[src/rtl/mpde_pkg.sv]
`timescale 1ns / 1ps
package mpde_pkg;

  // Storage depth for the points of one frame.
  localparam int MAX_MARKERS = 16;
  localparam int PS_AW       = $clog2(MAX_MARKERS);
  localparam int VC_W        = $clog2(MAX_MARKERS + 1);

  // Fixed field widths.
  localparam int SLOT_W  = 4;
  localparam int COORD_W = 32;
  localparam int DIST_W  = 32;
  localparam int PAIR_W  = 7;
  localparam int VIS_W   = 5;
  localparam int STAT_W  = 2;
  localparam int SUM_W   = 40;
  localparam int MC_W    = 5;
  localparam int TAB_AW  = 2 * SLOT_W;

  // Stream word widths.
  localparam int IN_DATA_W  = 136;
  localparam int OUT_DATA_W = 48;

  // Configuration port.
  localparam int CFG_AW = 1;
  localparam int CFG_DW = 5;
  localparam logic [CFG_AW-1:0] REG_MARKER_COUNT = 1'd0;
  localparam logic [CFG_AW-1:0] REG_TABLE_VALID  = 1'd1;

  // Input item modes.
  localparam logic MODE_TABLE = 1'b0;
  localparam logic MODE_POINT = 1'b1;

  // Result status codes.
  localparam logic [STAT_W-1:0] ST_OK       = 2'd0;
  localparam logic [STAT_W-1:0] ST_NO_TABLE = 2'd1;
  localparam logic [STAT_W-1:0] ST_NO_PAIRS = 2'd2;

  localparam logic [DIST_W-1:0] DIST_MAX = '1;

  // One stored marker: slot and coordinates.
  typedef struct packed {
    logic [SLOT_W-1:0]         slot;
    logic signed [COORD_W-1:0] z;
    logic signed [COORD_W-1:0] y;
    logic signed [COORD_W-1:0] x;
  } point_t;

endpackage

[src/rtl/mpde_div.sv]
`timescale 1ns / 1ps
module mpde_div (
  input  logic                       clk,
  input  logic                       rst_n,
  input  logic                       start,
  input  logic [mpde_pkg::SUM_W-1:0]  dividend,
  input  logic [mpde_pkg::PAIR_W-1:0] divisor,
  output logic                       done,
  output logic [mpde_pkg::SUM_W-1:0]  quotient
);
  import mpde_pkg::*;

  localparam int CNT_W = $clog2(SUM_W);

  logic              busy_r, busy_nxt;
  logic              done_r, done_nxt;
  logic [CNT_W-1:0]  cnt_r, cnt_nxt;
  logic [SUM_W-1:0]  dq_r, dq_nxt;
  logic [PAIR_W:0]   rem_r, rem_nxt;
  logic [PAIR_W-1:0] dvs_r, dvs_nxt;
  logic [PAIR_W:0]   rem_sh;

  // Restoring division, one quotient bit per cycle.
  always_comb begin
    rem_sh   = {rem_r[PAIR_W-1:0], dq_r[SUM_W-1]};
    busy_nxt = busy_r;
    done_nxt = 1'b0;
    cnt_nxt  = cnt_r;
    dq_nxt   = dq_r;
    rem_nxt  = rem_r;
    dvs_nxt  = dvs_r;
    if (start) begin
      busy_nxt = 1'b1;
      cnt_nxt  = '0;
      dq_nxt   = dividend;
      rem_nxt  = '0;
      dvs_nxt  = divisor;
    end else if (busy_r) begin
      if (rem_sh >= {1'b0, dvs_r}) begin
        rem_nxt = rem_sh - {1'b0, dvs_r};
        dq_nxt  = {dq_r[SUM_W-2:0], 1'b1};
      end else begin
        rem_nxt = rem_sh;
        dq_nxt  = {dq_r[SUM_W-2:0], 1'b0};
      end
      cnt_nxt = cnt_r + CNT_W'(1);
      if (cnt_r == CNT_W'(SUM_W - 1)) begin
        busy_nxt = 1'b0;
        done_nxt = 1'b1;
      end
    end
  end

  always_ff @(posedge clk) begin
    if (!rst_n) begin
      busy_r <= 1'b0;
      done_r <= 1'b0;
      cnt_r  <= '0;
    end else begin
      busy_r <= busy_nxt;
      done_r <= done_nxt;
      cnt_r  <= cnt_nxt;
    end
    dq_r  <= dq_nxt;
    rem_r <= rem_nxt;
    dvs_r <= dvs_nxt;
  end

  assign done     = done_r;
  assign quotient = dq_r;

  a_rem_below: assert property (@(posedge clk) disable iff (!rst_n)
    busy_r && !$past(start) |-> rem_r < {1'b0, dvs_r}) else $error("remainder too large");
  a_start_idle: assert property (@(posedge clk) disable iff (!rst_n)
    start |-> !busy_r) else $error("divide started while busy");
  a_done_after_busy: assert property (@(posedge clk) disable iff (!rst_n)
    done_r |-> $past(busy_r)) else $error("divide done without a running pass");

endmodule

[config.mk]
export PLATFORM = sky130hd
export DESIGN_NAME = mpde_div
export DESIGN_NICKNAME = d
export VERILOG_FILES = /design/src/rtl/mpde_pkg.sv /design/src/rtl/mpde_div.sv
export SDC_FILE = /design/constraint.sdc
export NUM_CORES = 1
export LEC_CHECK = 0
export ABC_AREA = 1
export BUFFER_PORTS_ARGS = -buffer_cell sky130_fd_sc_hd__buf_2
export CAP_MARGIN = 20
export CORE_UTILIZATION = 45
export CTS_BUF_LIST = sky130_fd_sc_hd__clkbuf_2
export DETAILED_ROUTE_END_ITERATION = 16
export GPL_TIMING_DRIVEN = 0
export HOLD_SLACK_MARGIN = 0.05
export PLACE_DENSITY = 0.71
export SLEW_MARGIN = 20
export SYNTH_ARGS = -nofsm -noshare
export SYNTH_HDL_FRONTEND = slang
export SYNTH_SLANG_ARGS = --single-unit
[constraint.sdc]
create_clock -name clk -period 2.2 [get_ports clk]
set_input_delay 0.44 -clock clk [delete_from_list [all_inputs] [get_ports clk]]
set_output_delay 0.44 -clock clk [all_outputs]
set_load 0.1 [all_outputs]
==> run metrics, run 1 <==
Internal=0.001829 W; unrepaired setup endpoints after global routing=no; global placer's final weighted congestion=approximately 0.8; Tmin final=1.847 ns; most numerous cell in the Yosys netlist=nand2_1; most frequent cells after synthesis=167 x nand2_1, 47 x edfxtp_1, 25 x inv_1, 15 x dfxtp_1, 15 x nand3_1; DP HPWL=around 4.9 mm; die footprint=6990 µm²; crit-path max FO=8; initial antenna violation count=0; Sw Share=~41%; final worst slack=approximately 0.35 ns; Seq/Total Area, Yosys=57.12%; Num CTS Buffers=9; DRC viols=0; Max Cap Viol=0; Final TNS setup=0 ns; Die Y=between 80 and 90 µm; Synth Flop Type=edfxtp_1; core area=around 6400 µm²; slowest CP cell=edfxtp_1; EDFF count, synth=47; top cell type's share of synthesized area=47.10%; status=completed; sequential power share=46.4%; async set or reset register ratio after synthesis=0%; first-pass GRT wire length=around 11 mm; largest net degree at the start of global routing=between 40 and 50; GRT Resource Usage Total=approximately 20%; Hold Buf Count CTS=0; CTS root buf=clkbuf_2; Critical Path End Type=register; Max Clock Freq=between 0.5 and 0.6 GHz; worst hold-check path type=in -> reg; CP Class=reg -> reg; Die X-Extent=83.61 µm; # nets final=499; max incr delay on CP=0.45 ns; Hold Vio Cnt, Final=0; CP bufs+invs=2; CTS tree=done; Mapped Nets=398; Clock transition at path regs=between 0.15 and 0.2 ns; clk_lat worst skew=0.48 ns; Detailed Route Iter0 Violations=115; Worst VDD drop=0.4384 mV; n_diodes=0; pwr dens=842.8 nW/µm²; final cycle utilization of the critical path=approximately 84%; non-filler cells, final=between 500 and 600; Crit path required time=2.54 ns; area grow syn2layout=22.13%; clk sinks=62; crit-path most repeated cell=nand2_1; Synth area leader=edfxtp_1; CP Data Arrival Time=2.19 ns; slew of the pin with the lowest slew margin=between 0.8 and 0.9 ns; Yosys reg bits=just over 60; # IOs=91; CP cell instances=inv_1 -> ha_2 -> fa_2 -> inv_2 -> nand2_1 -> nand2_2 -> nand2_1 -> nand2_1 -> nand2_2 -> nand3_1 -> nand3_1 -> o21ai_2; Clock Power Share=a little over a fifth; Cell Area, Synth=about 3000 µm²; vias in the first global route=around 2500; Ys Warns=0; deepest clock path buffer count=2; Filler cells=584; placed insts=a little over 500; dominant cells by area after synthesis=edfxtp_1 47%, nand2_1 21%, dfxtp_1 10%; max-slew violation count=0; CP delay by family, top=simple AND/OR/NAND/NOR gates; Slew HR=a little over two fifths; Leak=1.852 nW; crit path launch type=register; overall power=slightly above 0.003 W; post_cts resized=0; # Post-CTS Setup Buffers=0; final setup fails=0; TritonRoute pass-1 iters=4; Post-Syn Area per Cell=8.840 µm²; Logic pwr share=a little under a third; port bufs=90; fin util=between 50% and 60%; share of cells above drive strength 1=between 20 and 30%; htree depth=3; clk_skew=between 0.02 and 0.025 ns; GRT overflow=0; Via density=slightly below 5; pre-CTS setup slack=0.1828 ns; P_sw=0.001255 W; via count=approximately 2500; cells after synthesis=~340; post-synth cell types=28; Rows=29; wire per inst=12.47 µm; post-route ant nets=0; initial core utilization=between 40 and 50%; Routed WL=6.508 mm
logic make-up (layout without fill, tap and decap cells):
kind of cell,count (synthesis),count (layout),share of synthesized area [%]
AOI/OAI and AO/OA,12,12,2.631
adders and majority gates,9,9,4.009
DFF,62,62,57.12
buffers and inverters,40,146,5.177
and+or+nand+nor,214,214,30.48
xor gates and xnor gates,2,2,0.5847
per-layer routing:
layer | GRT usage, % | up-vias | part of all wire, %
met2 | 31.56 | 84 | 46
met3 | 6.528 | 15 | 6.7
met5 | 0 | - | 0
met1 | 23.40 | 1153 | 44
li1 | - | 1294 | -
met4 | 11.71 | 0 | 2.8
final timing paths:
kind                startpoint        to  slack, ns  cells past startpoint
hold reg to reg       rem_r[4]  rem_r[4]       0.48                      2
setup reg to reg  quotient[39]  rem_r[0]       0.35                     12
setup / recovery  quotient[39]  rem_r[0]       0.35                     12
hold / removal      divisor[6]  dvs_r[6]       0.13                      1
power by group through the flow:
stage	clock, W	sequential (W)	combinational, W
after floorplan	0	0.00200	0.000246
after global placement	0	0.00145	0.000969
after detailed placement	0	0.00145	0.000980
after CTS	0.000695	0.00143	0.000980
after global routing	0.000751	0.00144	0.00103
final	0.000678	0.00143	0.000975
registers in the layout (all words and copies together) (netlist names):
register,flops
done,1
cnt_r,6
busy_r,1
rem_r,7
dvs_r,7
quotient,40
metrics by stage:
stage / cell area (µm²) / hold WS (ns)
6_report: 3660 / 0.1283
5_1_grt: 3660 / 0.08610
4_1_cts: 3660 / 0.09024
3_5_place_dp: 3553 / 0.4591
3_3_place_gp: 3553 / 0.4575
2_1_floorplan: 3007 / 0.4419
worst register-to-register path: cells and delay by family, from the launching register on:
kind                       cells  cell delay [ns]
adders and majority gates      2             0.43
and+or+nand+nor                7             0.64
buffers and inverters          2             0.14
AOI/OAI and AO/OA              1             0.05
DFF                            1             0.45
layout make-up:
cell class / count / area, µm² / share of cell area (%)
flip-flops and latches: 62 / 1712 / 46.77
inverters: 30 / 112.6 / 3.077
clock buffers: 11 / 55.05 / 1.504
clock inverters: 5 / 51.30 / 1.402
plain buffers: 10 / 42.54 / 1.162
multi-input cells: 237 / 1140 / 31.15
well taps: 77 / 96.34 / 2.632
repair buffers: 90 / 450.4 / 12.31
cells in the final DEF (no fill, tap or decap):
cell / count
a21oi_1: 5
a21oi_4: 1
a31oi_1: 1
buf_2: 91
buf_4: 1
bufinv_16: 1
clkbuf_1: 8
clkbuf_2: 11
clkinv_2: 1
clkinv_4: 1
dfxtp_1: 15
edfxtp_1: 47
fa_2: 1
ha_1: 7
ha_2: 1
inv_1: 24
inv_2: 8
nand2_1: 167
nand2_2: 4
nand3_1: 14
nand3_2: 3
nand3_4: 1
nand3b_1: 5
nand4_1: 3
nor2_1: 9
nor2_2: 2
nor2_4: 2
nor3_1: 3
o211ai_1: 1
o21ai_1: 3
o21ai_2: 1
or2_4: 1
xor2_1: 2
Note: power is estimated with default switching activity, not from simulation.
==> run 2, diff against run 1 <==
--- a/config.mk
+++ b/config.mk
@@ -5,7 +5,7 @@
 export SDC_FILE = /design/constraint.sdc
 export NUM_CORES = 1
 export LEC_CHECK = 0
-export ABC_AREA = 1
+export ABC_AREA = 0
 export BUFFER_PORTS_ARGS = -buffer_cell sky130_fd_sc_hd__buf_2
 export CAP_MARGIN = 20
 export CORE_UTILIZATION = 45
==> constraint.sdc (replaced) <==
create_clock -name clk -period 1.7 [get_ports clk]
set_input_delay 0.34 -clock clk [delete_from_list [all_inputs] [get_ports clk]]
set_output_delay 0.34 -clock clk [all_outputs]
set_load 0.1 [all_outputs]
==> run 2 against run 1 <==
  * The flow now finishes with violations (design-rule violations, negative setup slack)
  * Count of clock-buffer cells in the layout fell by 1
  * Global-route usage grew 0.30 points
  * Maximum frequency shrank 5.2%
  * Critical endpoint is now quotient[0]
  * Combinational power increased by 46%
  * Sequential share of layout area shrank 4.0 points
==> run metrics, run 2 <==
area grow syn2layout=31.59%; GRT Resource Usage Total=about a fifth; failing checks=design-rule violations, negative setup slack; Synth area leader=edfxtp_1; GRT overflow=0; final setup fails=8; placed insts=394; cells after synthesis=227; Max Cap Viol=0; Crit path required time=a little over 2 ns; Slew HR=roughly two thirds; Critical Path End Type=register; post-synth cell types=47; max-slew violation count=0; most numerous cell in the Yosys netlist=edfxtp_1; pwr dens=1047 nW/µm²; Worst Hold Launch=dividend[19]; vias in the first global route=~2300; Cell Area, Synth=approximately 3000 µm²; Mapped Nets=around 290; deepest clock path buffer count=2; clk sinks=62; share of cells above drive strength 1=around 53%; worst reg2reg path endpoint=quotient[0]; clk_skew=0.01597 ns; Yosys reg bits=between 60 and 70; Ys Warns=0; Synth Flop Type=edfxtp_1; TritonRoute pass-1 iters=10; initial core utilization=between 40% and 50%; Max Clock Freq=about 0.5 GHz; CP Data Arrival Time=approximately 2.3 ns; Detailed Route Iter0 Violations=104; top cell type's share of synthesized area=a little under half; non-filler cells, final=about 420; clk_lat worst skew=roughly 0.47 ns; EDFF count, synth=47; initial antenna violation count=0; port bufs=90; Tmin final=between 1.5 and 2 ns; Num CTS Buffers=9; Via density=about 5.3; die footprint=approximately 7000 µm²; Worst Hold End=quotient[19]; unrepaired setup endpoints after global routing=yes; Rows=29; htree depth=3; CTS root buf=clkbuf_2; largest net degree at the start of global routing=slightly above 40; most frequent cells in the layout=62 x buf_2, 47 x edfxtp_1, 39 x mux2_2; Seq/Total Area, Yosys=~56%; first-pass GRT wire length=approximately 11 mm; R2R Path Start=dvs_r[0]; most common cell after layout, fill and taps aside=buf_2; hold depth=2; Leak=around 1.7 nW; DRC viols=2; final cycle utilization of the critical path=114.6%; Hold WS=0.1503 ns; CP Class=reg -> reg; wire per inst=about 16 µm; n_diodes=0; global placer's final weighted congestion=between 0.8 and 0.9; most frequent cells after synthesis=47 x edfxtp_1, 40 x mux2_2, 15 x dfxtp_1, 11 x inv_1, 9 x nor2_1; Die Y=between 80 and 90 µm; max FFs per register=40; Routed WL=around 6.7 mm; core area=between 6000 and 7000 µm²; Register-to-Register Path Depth=6; Worst VDD drop=0.7818 mV; via count=roughly 2200; crit-path max FO=7; overall power=roughly 0.0042 W; final worst slack=-0.2478 ns; CP startpoint=dvs_r[0]; slew of the pin with the lowest slew margin=around 0.51 ns; # nets final=~400; Hold Vio Cnt, Final=0; Clock transition at path regs=about 0.18 ns; Final TNS setup=-1.646 ns; CTS tree=done; worst hold-check path type=in -> reg; Post-Syn Area per Cell=roughly 13 µm²; crit path launch type=register; async set or reset register ratio after synthesis=0%; dominant cells by area after synthesis=edfxtp_1 46%, mux2_2 15%, dfxtp_1 9.9%; DP HPWL=approximately 4.7 mm; status=finished, violations left; # IOs=91; Die X-Extent=84.17 µm; post-route ant nets=0; Reg2Reg Setup Slack=-0.25 ns
[run 2: cell count changes after synthesis, sizes merged, moves of 7 or more]
cell,previous run,this run
and3,0,8
nand2,171,8
clkbuf,8,1
mux2,0,40
nand3,18,5
inv,30,11
[run 2: kinds of logic (layout without fill, tap and decap cells)]
kind of cell / count (synthesis) / count (layout) / share of synthesized area (%)
flops: 62 / 62 / 56.34
simple gates: 56 / 56 / 10.54
mux: 41 / 41 / 15.16
compound gates: 33 / 33 / 8.978
buf+inv: 20 / 140 / 3.295
fa+ha+maj: 9 / 9 / 3.954
xor+xnor: 6 / 6 / 1.730
[run 2: layer usage]
metal  routed length (µm)  vias up  global-route usage, %
met1                 2922     1058                  24.26
li1                     -     1096                      -
met2                 3168       72                  32.41
met3                  446       17                  7.965
met4                  167        0                  8.150
met5                    0        -                      0
[run 2: worst max-delay path, stage by stage (launching register included)]
cell and delay (ns):
edfxtp_1 0.45, ha_2 0.21, fa_2 0.34, nand2b_4 0.18, a211o_4 0.40, nand3_2 0.11
mux2_4 0.15
[run 2: how the worst max path moves through the flow]
stage                        end  cells past startpoint
floorplan               rem_r[3]                      7
detailed placement  quotient[30]                      5
global placement    quotient[30]                      5
finish               quotient[0]                      6
CTS                     rem_r[3]                      6
global route            rem_r[3]                      7
[run 2: final cells by class]
cell class	count	area, µm²
plain buffers	8	55.05
clock buffers	10	50.05
clock inverters	6	61.31
fillers	529	2425
inverters	12	48.80
multi-input cells	145	1304
flip-flops and latches	62	1712
well taps	77	96.34
repair buffers	104	670.6
[run 2: metrics by stage]
stage | setup WS (ns) | area (µm²) | util, %
after CTS | -0.2421 | 3869 | 60.24
after global placement | -0.5170 | 3631 | 56.54
after detailed placement | -0.5135 | 3631 | 56.54
after floorplan | -0.8077 | 3084 | -
final | -0.2478 | 3998 | 62.24
after global routing | -0.3493 | 3998 | 62.24
[run 2: repair_timing]
item,in CTS,in global routing
gates resized for setup,8,34
hold endpoints to repair,7,1
setup endpoints to repair,53,57
buffers inserted,3,4
hold buffers,7,1
pin swaps,3,9
[run 2: report_power, final]
part	total [W]	switching (W)	internal [W]
registers	0.00187	0.0000757	0.00179
logic	0.00142	0.00104	0.000386
clock network	0.000896	0.000552	0.000344
