## src/rtl/mpde_pkg.sv

```systemverilog
`timescale 1ns / 1ps
package mpde_pkg;

  // Storage depth for the points of one frame.
  localparam int MAX_MARKERS = 16;
  localparam int PS_AW       = $clog2(MAX_MARKERS);
  localparam int VC_W        = $clog2(MAX_MARKERS + 1);

  // Fixed field widths.
  localparam int SLOT_W  = 4;
  localparam int COORD_W = 32;
  localparam int DIST_W  = 32;
  localparam int PAIR_W  = 7;
  localparam int VIS_W   = 5;
  localparam int STAT_W  = 2;
  localparam int SUM_W   = 40;
  localparam int MC_W    = 5;
  localparam int TAB_AW  = 2 * SLOT_W;

  // Stream word widths.
  localparam int IN_DATA_W  = 136;
  localparam int OUT_DATA_W = 48;

  // Configuration port.
  localparam int CFG_AW = 1;
  localparam int CFG_DW = 5;
  localparam logic [CFG_AW-1:0] REG_MARKER_COUNT = 1'd0;
  localparam logic [CFG_AW-1:0] REG_TABLE_VALID  = 1'd1;

  // Input item modes.
  localparam logic MODE_TABLE = 1'b0;
  localparam logic MODE_POINT = 1'b1;

  // Result status codes.
  localparam logic [STAT_W-1:0] ST_OK       = 2'd0;
  localparam logic [STAT_W-1:0] ST_NO_TABLE = 2'd1;
  localparam logic [STAT_W-1:0] ST_NO_PAIRS = 2'd2;

  localparam logic [DIST_W-1:0] DIST_MAX = '1;

  // One stored marker: slot and coordinates.
  typedef struct packed {
    logic [SLOT_W-1:0]         slot;
    logic signed [COORD_W-1:0] z;
    logic signed [COORD_W-1:0] y;
    logic signed [COORD_W-1:0] x;
  } point_t;

endpackage

```

## src/rtl/mpde_sqrt.sv

```systemverilog
`timescale 1ns / 1ps
module mpde_sqrt (
  input  logic        clk,
  input  logic        rst_n,
  input  logic        start,
  input  logic [63:0] radicand,
  output logic        done,
  output logic [31:0] root
);
  import mpde_pkg::*;

  logic        busy_r, busy_nxt;
  logic        done_r, done_nxt;
  logic [4:0]  cnt_r, cnt_nxt;
  logic [63:0] rad_r, rad_nxt;
  logic [34:0] rem_r, rem_nxt;
  logic [31:0] root_r, root_nxt;
  logic [34:0] rem_sh;
  logic [34:0] trial;

  // One result bit per cycle, two radicand bits brought down each step.
  always_comb begin
    rem_sh   = {rem_r[32:0], rad_r[63:62]};
    trial    = {1'b0, root_r, 2'b01};
    busy_nxt = busy_r;
    done_nxt = 1'b0;
    cnt_nxt  = cnt_r;
    rad_nxt  = rad_r;
    rem_nxt  = rem_r;
    root_nxt = root_r;
    if (start) begin
      busy_nxt = 1'b1;
      cnt_nxt  = '0;
      rad_nxt  = radicand;
      rem_nxt  = '0;
      root_nxt = '0;
    end else if (busy_r) begin
      rad_nxt = {rad_r[61:0], 2'b00};
      if (rem_sh >= trial) begin
        rem_nxt  = rem_sh - trial;
        root_nxt = {root_r[30:0], 1'b1};
      end else begin
        rem_nxt  = rem_sh;
        root_nxt = {root_r[30:0], 1'b0};
      end
      cnt_nxt = cnt_r + 5'd1;
      if (cnt_r == 5'd31) begin
        busy_nxt = 1'b0;
        done_nxt = 1'b1;
      end
    end
  end

  always_ff @(posedge clk) begin
    if (!rst_n) begin
      busy_r <= 1'b0;
      done_r <= 1'b0;
      cnt_r  <= '0;
    end else begin
      busy_r <= busy_nxt;
      done_r <= done_nxt;
      cnt_r  <= cnt_nxt;
    end
    rad_r  <= rad_nxt;
    rem_r  <= rem_nxt;
    root_r <= root_nxt;
  end

  assign done = done_r;
  assign root = root_r;

  a_done_after_busy: assert property (@(posedge clk) disable iff (!rst_n)
    done_r |-> $past(busy_r)) else $error("root done without a running pass");
  a_start_idle: assert property (@(posedge clk) disable iff (!rst_n)
    start |-> !busy_r) else $error("root started while busy");
  a_done_ends_busy: assert property (@(posedge clk) disable iff (!rst_n)
    done_r |-> !busy_r) else $error("root done while still busy");

endmodule

```

## config.mk

```make
export PLATFORM = sky130hd
export DESIGN_NAME = mpde_sqrt
export DESIGN_NICKNAME = d
export VERILOG_FILES = /design/src/rtl/mpde_pkg.sv /design/src/rtl/mpde_sqrt.sv
export SDC_FILE = /design/constraint.sdc
export NUM_CORES = 1
export LEC_CHECK = 0
export ABC_AREA = 0
export ABC_CLOCK_PERIOD_IN_PS = 5100
export BUFFER_PORTS_ARGS = -buffer_cell sky130_fd_sc_hd__buf_2
export CAP_MARGIN = 20
export CORE_AREA = 4 4 134 136
export DETAILED_ROUTE_END_ITERATION = 7
export DIE_AREA = 0 0 138 140
export GPL_TIMING_DRIVEN = 0
export PLACE_DENSITY_LB_ADDON = 0.15
export REMOVE_ABC_BUFFERS = 1
export SLEW_MARGIN = 10
export SYNTH_ARGS = -nofsm -noshare
export SYNTH_HDL_FRONTEND = slang
export SYNTH_SLANG_ARGS = --single-unit
```

## constraint.sdc

```tcl
create_clock -name clk -period 5.1 [get_ports clk]
set_input_delay 1.275 -clock clk [delete_from_list [all_inputs] [get_ports clk]]
set_output_delay 1.275 -clock clk [all_outputs]
set_load 0.005 [all_outputs]
```

==> flow_metrics.env, run 1 <==
export IMPL_outcome="finished, final reports clean"
export IMPL_ys_flop_type="dfxtp_1"
export IMPL_wire_per_inst_um=14.9
export IMPL_gpl_final_weighted_congestion=0.892
export IMPL_syn_avg_cell_area_um2=10.4
export IMPL_grt_max_degree=82
export IMPL_syn_area_mm2=0.00748
export IMPL_crit_chain="inv_1 > ha_1 > o2111ai_1 > nand3_1 > nand3_1 > a211oi_1 > nor3_1 > o41ai_2 > o31a_2 > mux2i_1 > a211oi_1"
export IMPL_root_buffer="clkbuf_16"
export IMPL_ir_drop_mv=0.511
export IMPL_fillers=1560
export IMPL_multi_input_area_mm2=0.00378
export IMPL_grt_antenna_before_repair=1
export IMPL_cts_hold_buf=0
export IMPL_ys_ff_latch=136
export IMPL_final_util_pct=51.6
export IMPL_cts_htree_levels=4
export IMPL_dp_slack_ns=1.41
export IMPL_core_area_mm2=0.0169
export IMPL_crit_buf_inv=1
export IMPL_crit_path_max_fanout=29
export IMPL_instances_no_fill=1047
export IMPL_dieArea_mm2=0.0193
export IMPL_drive_above_1_share_pct=25.2
export IMPL_clockBufferDepth=2
export IMPL_grt_overflow=0
export IMPL_cts_clk_slew_worst_paths_ns=0.06
export IMPL_synth_edf_count=64
export IMPL_slowest_stage="o31a_2"
export IMPL_die_h_um=140
export IMPL_start_kind="flip-flop"
export IMPL_slew_headroom_pct=38.4
export IMPL_cts_resized=0
export IMPL_grt_use_total_pct=16.6
export IMPL_rsz0062_at_grt="no"
export IMPL_mostFrequentLayoutCells="buf_2, nor2_1, dfxtp_1"
export IMPL_async_flop_share_pct=0
export IMPL_ys_warn_count=0
export IMPL_drv_slew=0
export IMPL_numPortBuffers=99
export IMPL_crit_path_end_kind="flip-flop"
export IMPL_wirelength_um=15600
export IMPL_worstPathRequired_ns=5.43
export IMPL_cts_buffers=17
export IMPL_r2r_slack_ns=1.56
export IMPL_ant_nets=0
export IMPL_power_leakage_uw=0.00370
export IMPL_final_setup_skew_ns=0.0101
export IMPL_regArea_mm2=0.00337
export IMPL_worst_slew_pin_slew_ns=0.923
export IMPL_drt_first_pass_iters=4
export IMPL_insertion_delay_ns=0.42
export IMPL_setup_tns_ns=0
export IMPL_finalHoldViolations=0
export IMPL_setup_viol=0
export IMPL_seq_area_frac_synth_pct=44.9
export IMPL_dp_hpwl_um=11100
export IMPL_nets=912
export IMPL_grt_pass1_vias=5741
export IMPL_cts_tree="built"
export IMPL_hold_path_class="reg2reg"
export IMPL_routed_via_density=5.27
export IMPL_post_cts_setup_buffers=0
export IMPL_final_common_cell="buf_2"
export IMPL_grt_pass1_wl_um=27000
export IMPL_antenna_cells=0
export IMPL_maxCapViolCount=0
export IMPL_vias=5521
export IMPL_slowest_delay_ns=0.84
export IMPL_placed_cells=1015
export IMPL_crit_type="reg2reg"
export IMPL_initial_core_util_pct=44.2
export IMPL_rows=48
export IMPL_clkSinkCount=136
export IMPL_drtIter0Drc=293
export IMPL_power_density_mw_per_mm2=564
export IMPL_post_route_drc_count=0
export IMPL_synthDistinctLibCells=53
export IMPL_crit_family="compound AO/OA/AOI/OAI gates"
export IMPL_post_route_period_util_pct=69.4
export IMPL_fmax_mhz=282
export IMPL_crit_arrival_ns=3.87
export IMPL_area_delta_synth_final_pct=16.8
export IMPL_die_w_um=138
export IMPL_setup_ws_ns=1.56
export IMPL_holdWs_ns=0.472
export IMPL_period_minus_slack_ns=3.54
export IMPL_ios=100
export IMPL_postSynthCellCount=723
## metal layers
layer / up-vias / wire [µm] / track usage (%)
li1: 2773 / - / -
met1: 2602 / 6930 / 20.3
met2: 121 / 7300 / 27.1
met3: 23 / 1140 / 6.25
met4: 2 / 257 / 6.14
met5: - / 13 / 0
## cell usage after synthesis, types with 2 or more instances
| library cell | instances | area, µm² |
|---|---|---|
| a211o_1 | 2 | 17.5 |
| a211oi_1 | 17 | 128 |
| a21o_1 | 14 | 105 |
| a21oi_1 | 39 | 195 |
| a221o_1 | 3 | 30.0 |
| a31oi_1 | 4 | 25.0 |
| and2_1 | 2 | 12.5 |
| and3_1 | 6 | 37.5 |
| buf_1 | 3 | 11.3 |
| buf_2 | 4 | 20.0 |
| buf_6 | 5 | 56.3 |
| clkbuf_1 | 24 | 90.1 |
| dfxtp_1 | 72 | 1440 |
| edfxtp_1 | 64 | 1920 |
| ha_1 | 36 | 450 |
| inv_1 | 46 | 173 |
| mux2_2 | 62 | 698 |
| mux2i_1 | 58 | 581 |
| nand2_1 | 44 | 165 |
| nand2b_1 | 9 | 56.3 |
| nand3_1 | 18 | 90.1 |
| nand4_1 | 5 | 31.3 |
| nand4b_1 | 3 | 26.3 |
| nor2_1 | 74 | 278 |
| nor2b_1 | 5 | 31.3 |
| nor3_1 | 4 | 20.0 |
| o2111ai_1 | 2 | 17.5 |
| o21a_1 | 4 | 30.0 |
| o21ai_0 | 19 | 95.1 |
| o21ai_1 | 5 | 25.0 |
| o21bai_1 | 9 | 67.6 |
| o22ai_1 | 3 | 18.8 |
| o311ai_0 | 4 | 35.0 |
| o31ai_1 | 3 | 22.5 |
| xnor2_1 | 17 | 149 |
| xor2_1 | 17 | 149 |
## flip-flops by register name (all words and copies together) (netlist names)
| name | count |
|---|---|
| busy_r | 1 |
| cnt_r | 5 |
| done | 1 |
| rad_r | 64 |
| rem_r | 33 |
| root | 32 |
## worst paths after layout
check | start | end | cells after the start
setup / recovery | root[2] | rem_r[17] | 11
hold / removal | rem_r[30] | rem_r[30] | 2
setup reg to reg | root[2] | rem_r[17] | 11
hold reg to reg | rem_r[30] | rem_r[30] | 2
## tightest hold or removal path: stages (launching register included)
cell and delay, ns:
dfxtp_1 0.32, nand2_1 0.05, o21ai_1 0.05
## stage by stage
step                total power [µW]  area (µm²)
finish                          4930        8740
global route                    5310        8740
CTS                             4970        8740
detailed placement              3780        8180
global placement                3730        8080
floorplan                       3240        7310
## area by class of cell
class	instances	area share (%)
flip-flops and latches	136	38.5
clock inverters	15	1.63
inverters	46	1.97
repair buffers	103	6.60
well taps	225	3.22
clock buffers	17	4.86
multi-input cells	505	43.2
## kinds of logic after synthesis
| kind of cell | Yosys count | share of synthesized area, % |
|---|---|---|
| and+or+nand+nor | 175 | 10.6 |
| AOI/OAI and AO/OA | 140 | 12.7 |
| DFF | 136 | 44.9 |
| muxes | 120 | 17.1 |
| buffers and inverters | 82 | 4.68 |
| adders and majority gates | 36 | 6.02 |
| xor gates and xnor gates | 34 | 3.98 |
## power breakdown
part,internal [µW],total (µW),switching (µW)
clock network,681,1180,500
logic,1060,2370,1310
registers,1290,1380,86.4
(Power assumes the default switching activity.)
==> run 2, diff against run 1 <==
--- a/config.mk
+++ b/config.mk
@@ -6,7 +6,7 @@
 export NUM_CORES = 1
 export LEC_CHECK = 0
 export ABC_AREA = 0
-export ABC_CLOCK_PERIOD_IN_PS = 5100
+export ABC_CLOCK_PERIOD_IN_PS = 3400
 export BUFFER_PORTS_ARGS = -buffer_cell sky130_fd_sc_hd__buf_2
 export CAP_MARGIN = 20
 export CORE_AREA = 4 4 134 136
==> constraint.sdc (replaced) <==
create_clock -name clk -period 3.4 [get_ports clk]
set_input_delay 0.85 -clock clk [delete_from_list [all_inputs] [get_ports clk]]
set_output_delay 0.85 -clock clk [all_outputs]
set_load 0.005 [all_outputs]
==> run 2 against run 1 <==
  * Design area increased by 0.53%
  * Sequential share of layout area is 0.20 points lower
  * Power is 55% higher
  * Combinational power increased by 60%
  * Final cell count up 0.19%
  * Count of clock-buffer cells in the layout unchanged
  * First-iteration DRC count rose by 8.9%
  * Sequential power up 50%
  * Die area did not move
  * Fmax up 11%
  * Largest cell class unchanged
  * Highest routed layer unchanged
==> flow_metrics.env, run 2 (synthesis results as in run 1) <==
export IMPL_clkSinkCount=136
export IMPL_root_buffer="clkbuf_16"
export IMPL_drtIter0Drc=319
export IMPL_crit_chain="inv_1 > ha_1 > o2111ai_1 > nand3_1 > nand3_1 > a211oi_1 > nor3_1 > o41ai_4 > o31ai_2 > buf_4 > o311ai_0"
export IMPL_power_density_mw_per_mm2=868
export IMPL_cts_buffers=17
export IMPL_start_kind="flip-flop"
export IMPL_period_minus_slack_ns=3.20
export IMPL_dp_hpwl_um=11100
export IMPL_grt_pass1_wl_um=27000
export IMPL_maxCapViolCount=0
export IMPL_r2r_slack_ns=0.20
export IMPL_clockBufferDepth=2
export IMPL_crit_buf_inv=2
export IMPL_fillers=1558
export IMPL_crit_type="reg2reg"
export IMPL_regMostFlops="rad_r"
export IMPL_cts_clk_slew_worst_paths_ns=0.06
export IMPL_grt_max_degree=82
export IMPL_drv_slew=0
export IMPL_insertion_delay_ns=0.42
export IMPL_core_area_mm2=0.0169
export IMPL_rows=48
export IMPL_ios=100
export IMPL_crit_path_end_kind="flip-flop"
export IMPL_cts_tree="built"
export IMPL_power_leakage_uw=0.00372
export IMPL_setup_viol=0
export IMPL_finalHoldViolations=0
export IMPL_post_route_drc_count=0
export IMPL_routed_via_density=5.34
export IMPL_die_h_um=140
export IMPL_numPortBuffers=99
export IMPL_grt_busiest_layer="met2"
export IMPL_grt_pass1_vias=5740
export IMPL_wirelength_um=16100
export IMPL_initial_core_util_pct=44.2
export IMPL_post_route_period_util_pct=94.1
export IMPL_outcome="finished, final reports clean"
export IMPL_ir_drop_mv=0.650
export IMPL_multi_input_area_mm2=0.00382
export IMPL_vias=5605
export IMPL_drive_above_1_share_pct=25.4
export IMPL_final_setup_skew_ns=0.00927
export IMPL_mostFrequentLayoutCells="buf_2, nor2_1, dfxtp_1"
export IMPL_use_met3_pct=6.25
export IMPL_dieArea_mm2=0.0193
export IMPL_largest_register_ff_count=64
export IMPL_area_delta_synth_final_pct=17.5
export IMPL_crit_path_max_fanout=10
export IMPL_placed_cells=1015
export IMPL_slew_headroom_pct=38.0
export IMPL_grt_antenna_before_repair=1
export IMPL_rsz0062_at_grt="yes"
export IMPL_grt_use_total_pct=16.7
export IMPL_instances_no_fill=1049
export IMPL_fmax_mhz=313
export IMPL_slowest_delay_ns=0.43
export IMPL_worstPathRequired_ns=3.70
export IMPL_grt_overflow=0
export IMPL_die_w_um=138
export IMPL_slowest_stage="o41ai_4"
export IMPL_grt_met1_usage_pct=20.3
export IMPL_worst_slew_pin_slew_ns=0.928
export IMPL_path_common_cell="nand3_1"
export IMPL_antenna_cells=0
export IMPL_final_common_cell="buf_2"
export IMPL_gpl_final_weighted_congestion=0.892
export IMPL_ant_nets=0
export IMPL_regArea_mm2=0.00337
export IMPL_nets=914
export IMPL_drt_first_pass_iters=5
export IMPL_post_cts_setup_buffers=0
export IMPL_hold_path_class="reg2reg"
export IMPL_wire_per_inst_um=15.4
export IMPL_crit_arrival_ns=3.50
export IMPL_crit_family="compound AO/OA/AOI/OAI gates"
export IMPL_power_uw=7630
export IMPL_grt_use_met2_pct=27.1
export IMPL_cts_htree_levels=4
export IMPL_holdWs_ns=0.472
run 2: cell types whose count changed in the layout (fill, tap and decap cells not counted):
cell,delta
o31a_4,+2
o41ai_2,-1
o41ai_4,+1
run 2: repair_timing:
item | in CTS | in global routing
endpoints found under the setup margin | 26 | 24
gates cloned | 0 | 2
hold buffers | 0 | 0
resized for setup | 1 | 2
run 2: worst paths after layout:
path	from	cells past startpoint	endpoint
setup / recovery	root[2]	11	rem_r[24]
hold / removal	rem_r[30]	2	rem_r[30]
setup reg to reg	root[2]	11	rem_r[24]
hold reg to reg	rem_r[30]	2	rem_r[30]
run 2: routing by layer:
metal / routed length (µm) / vias to the layer above
li1: - / 2782
met1: 7180 / 2666
met3: 1130 / 25
met4: 265 / 2
met2: 7530 / 130
met5: 13 / -
run 2: layout make-up:
class	instances	share of cell area, %
Multi-Input combinational cell	507	43.5
Clock inverter	15	1.62
Tap cell	225	3.20
Clock buffer	17	4.84
Timing Repair Buffer	103	6.56
Inverter	46	1.96
Sequential cell	136	38.3
run 2: power breakdown:
part	internal, µW	leakage [µW]	switching, µW
registers	1930	0.00123	134
clock network	1020	0.000272	749
logic	1680	0.00222	2120
run 2: metrics by stage:
step | util (%) | setup slack [ns] | setup TNS [ns] | instance area [µm²]
5_1_grt | 51.9 | -0.0789 | -0.169 | 8790
6_report | 51.9 | 0.200 | 0 | 8790
3_5_place_dp | 48.3 | -0.173 | -3.28 | 8180
2_1_floorplan | - | -1.23 | -78.53 | 7310
4_1_cts | 51.7 | 0.0985 | 0 | 8750
3_3_place_gp | 47.7 | -3.05 | -215.60 | 8080
run 2: worst register-to-register path: cells and delay by family (launching register included):
family          cells  cell delay [ns]
compound gates      5             1.47
simple gates        3             0.54
fa+ha+maj           1             0.40
flops               1             0.36
buf+inv             2             0.31
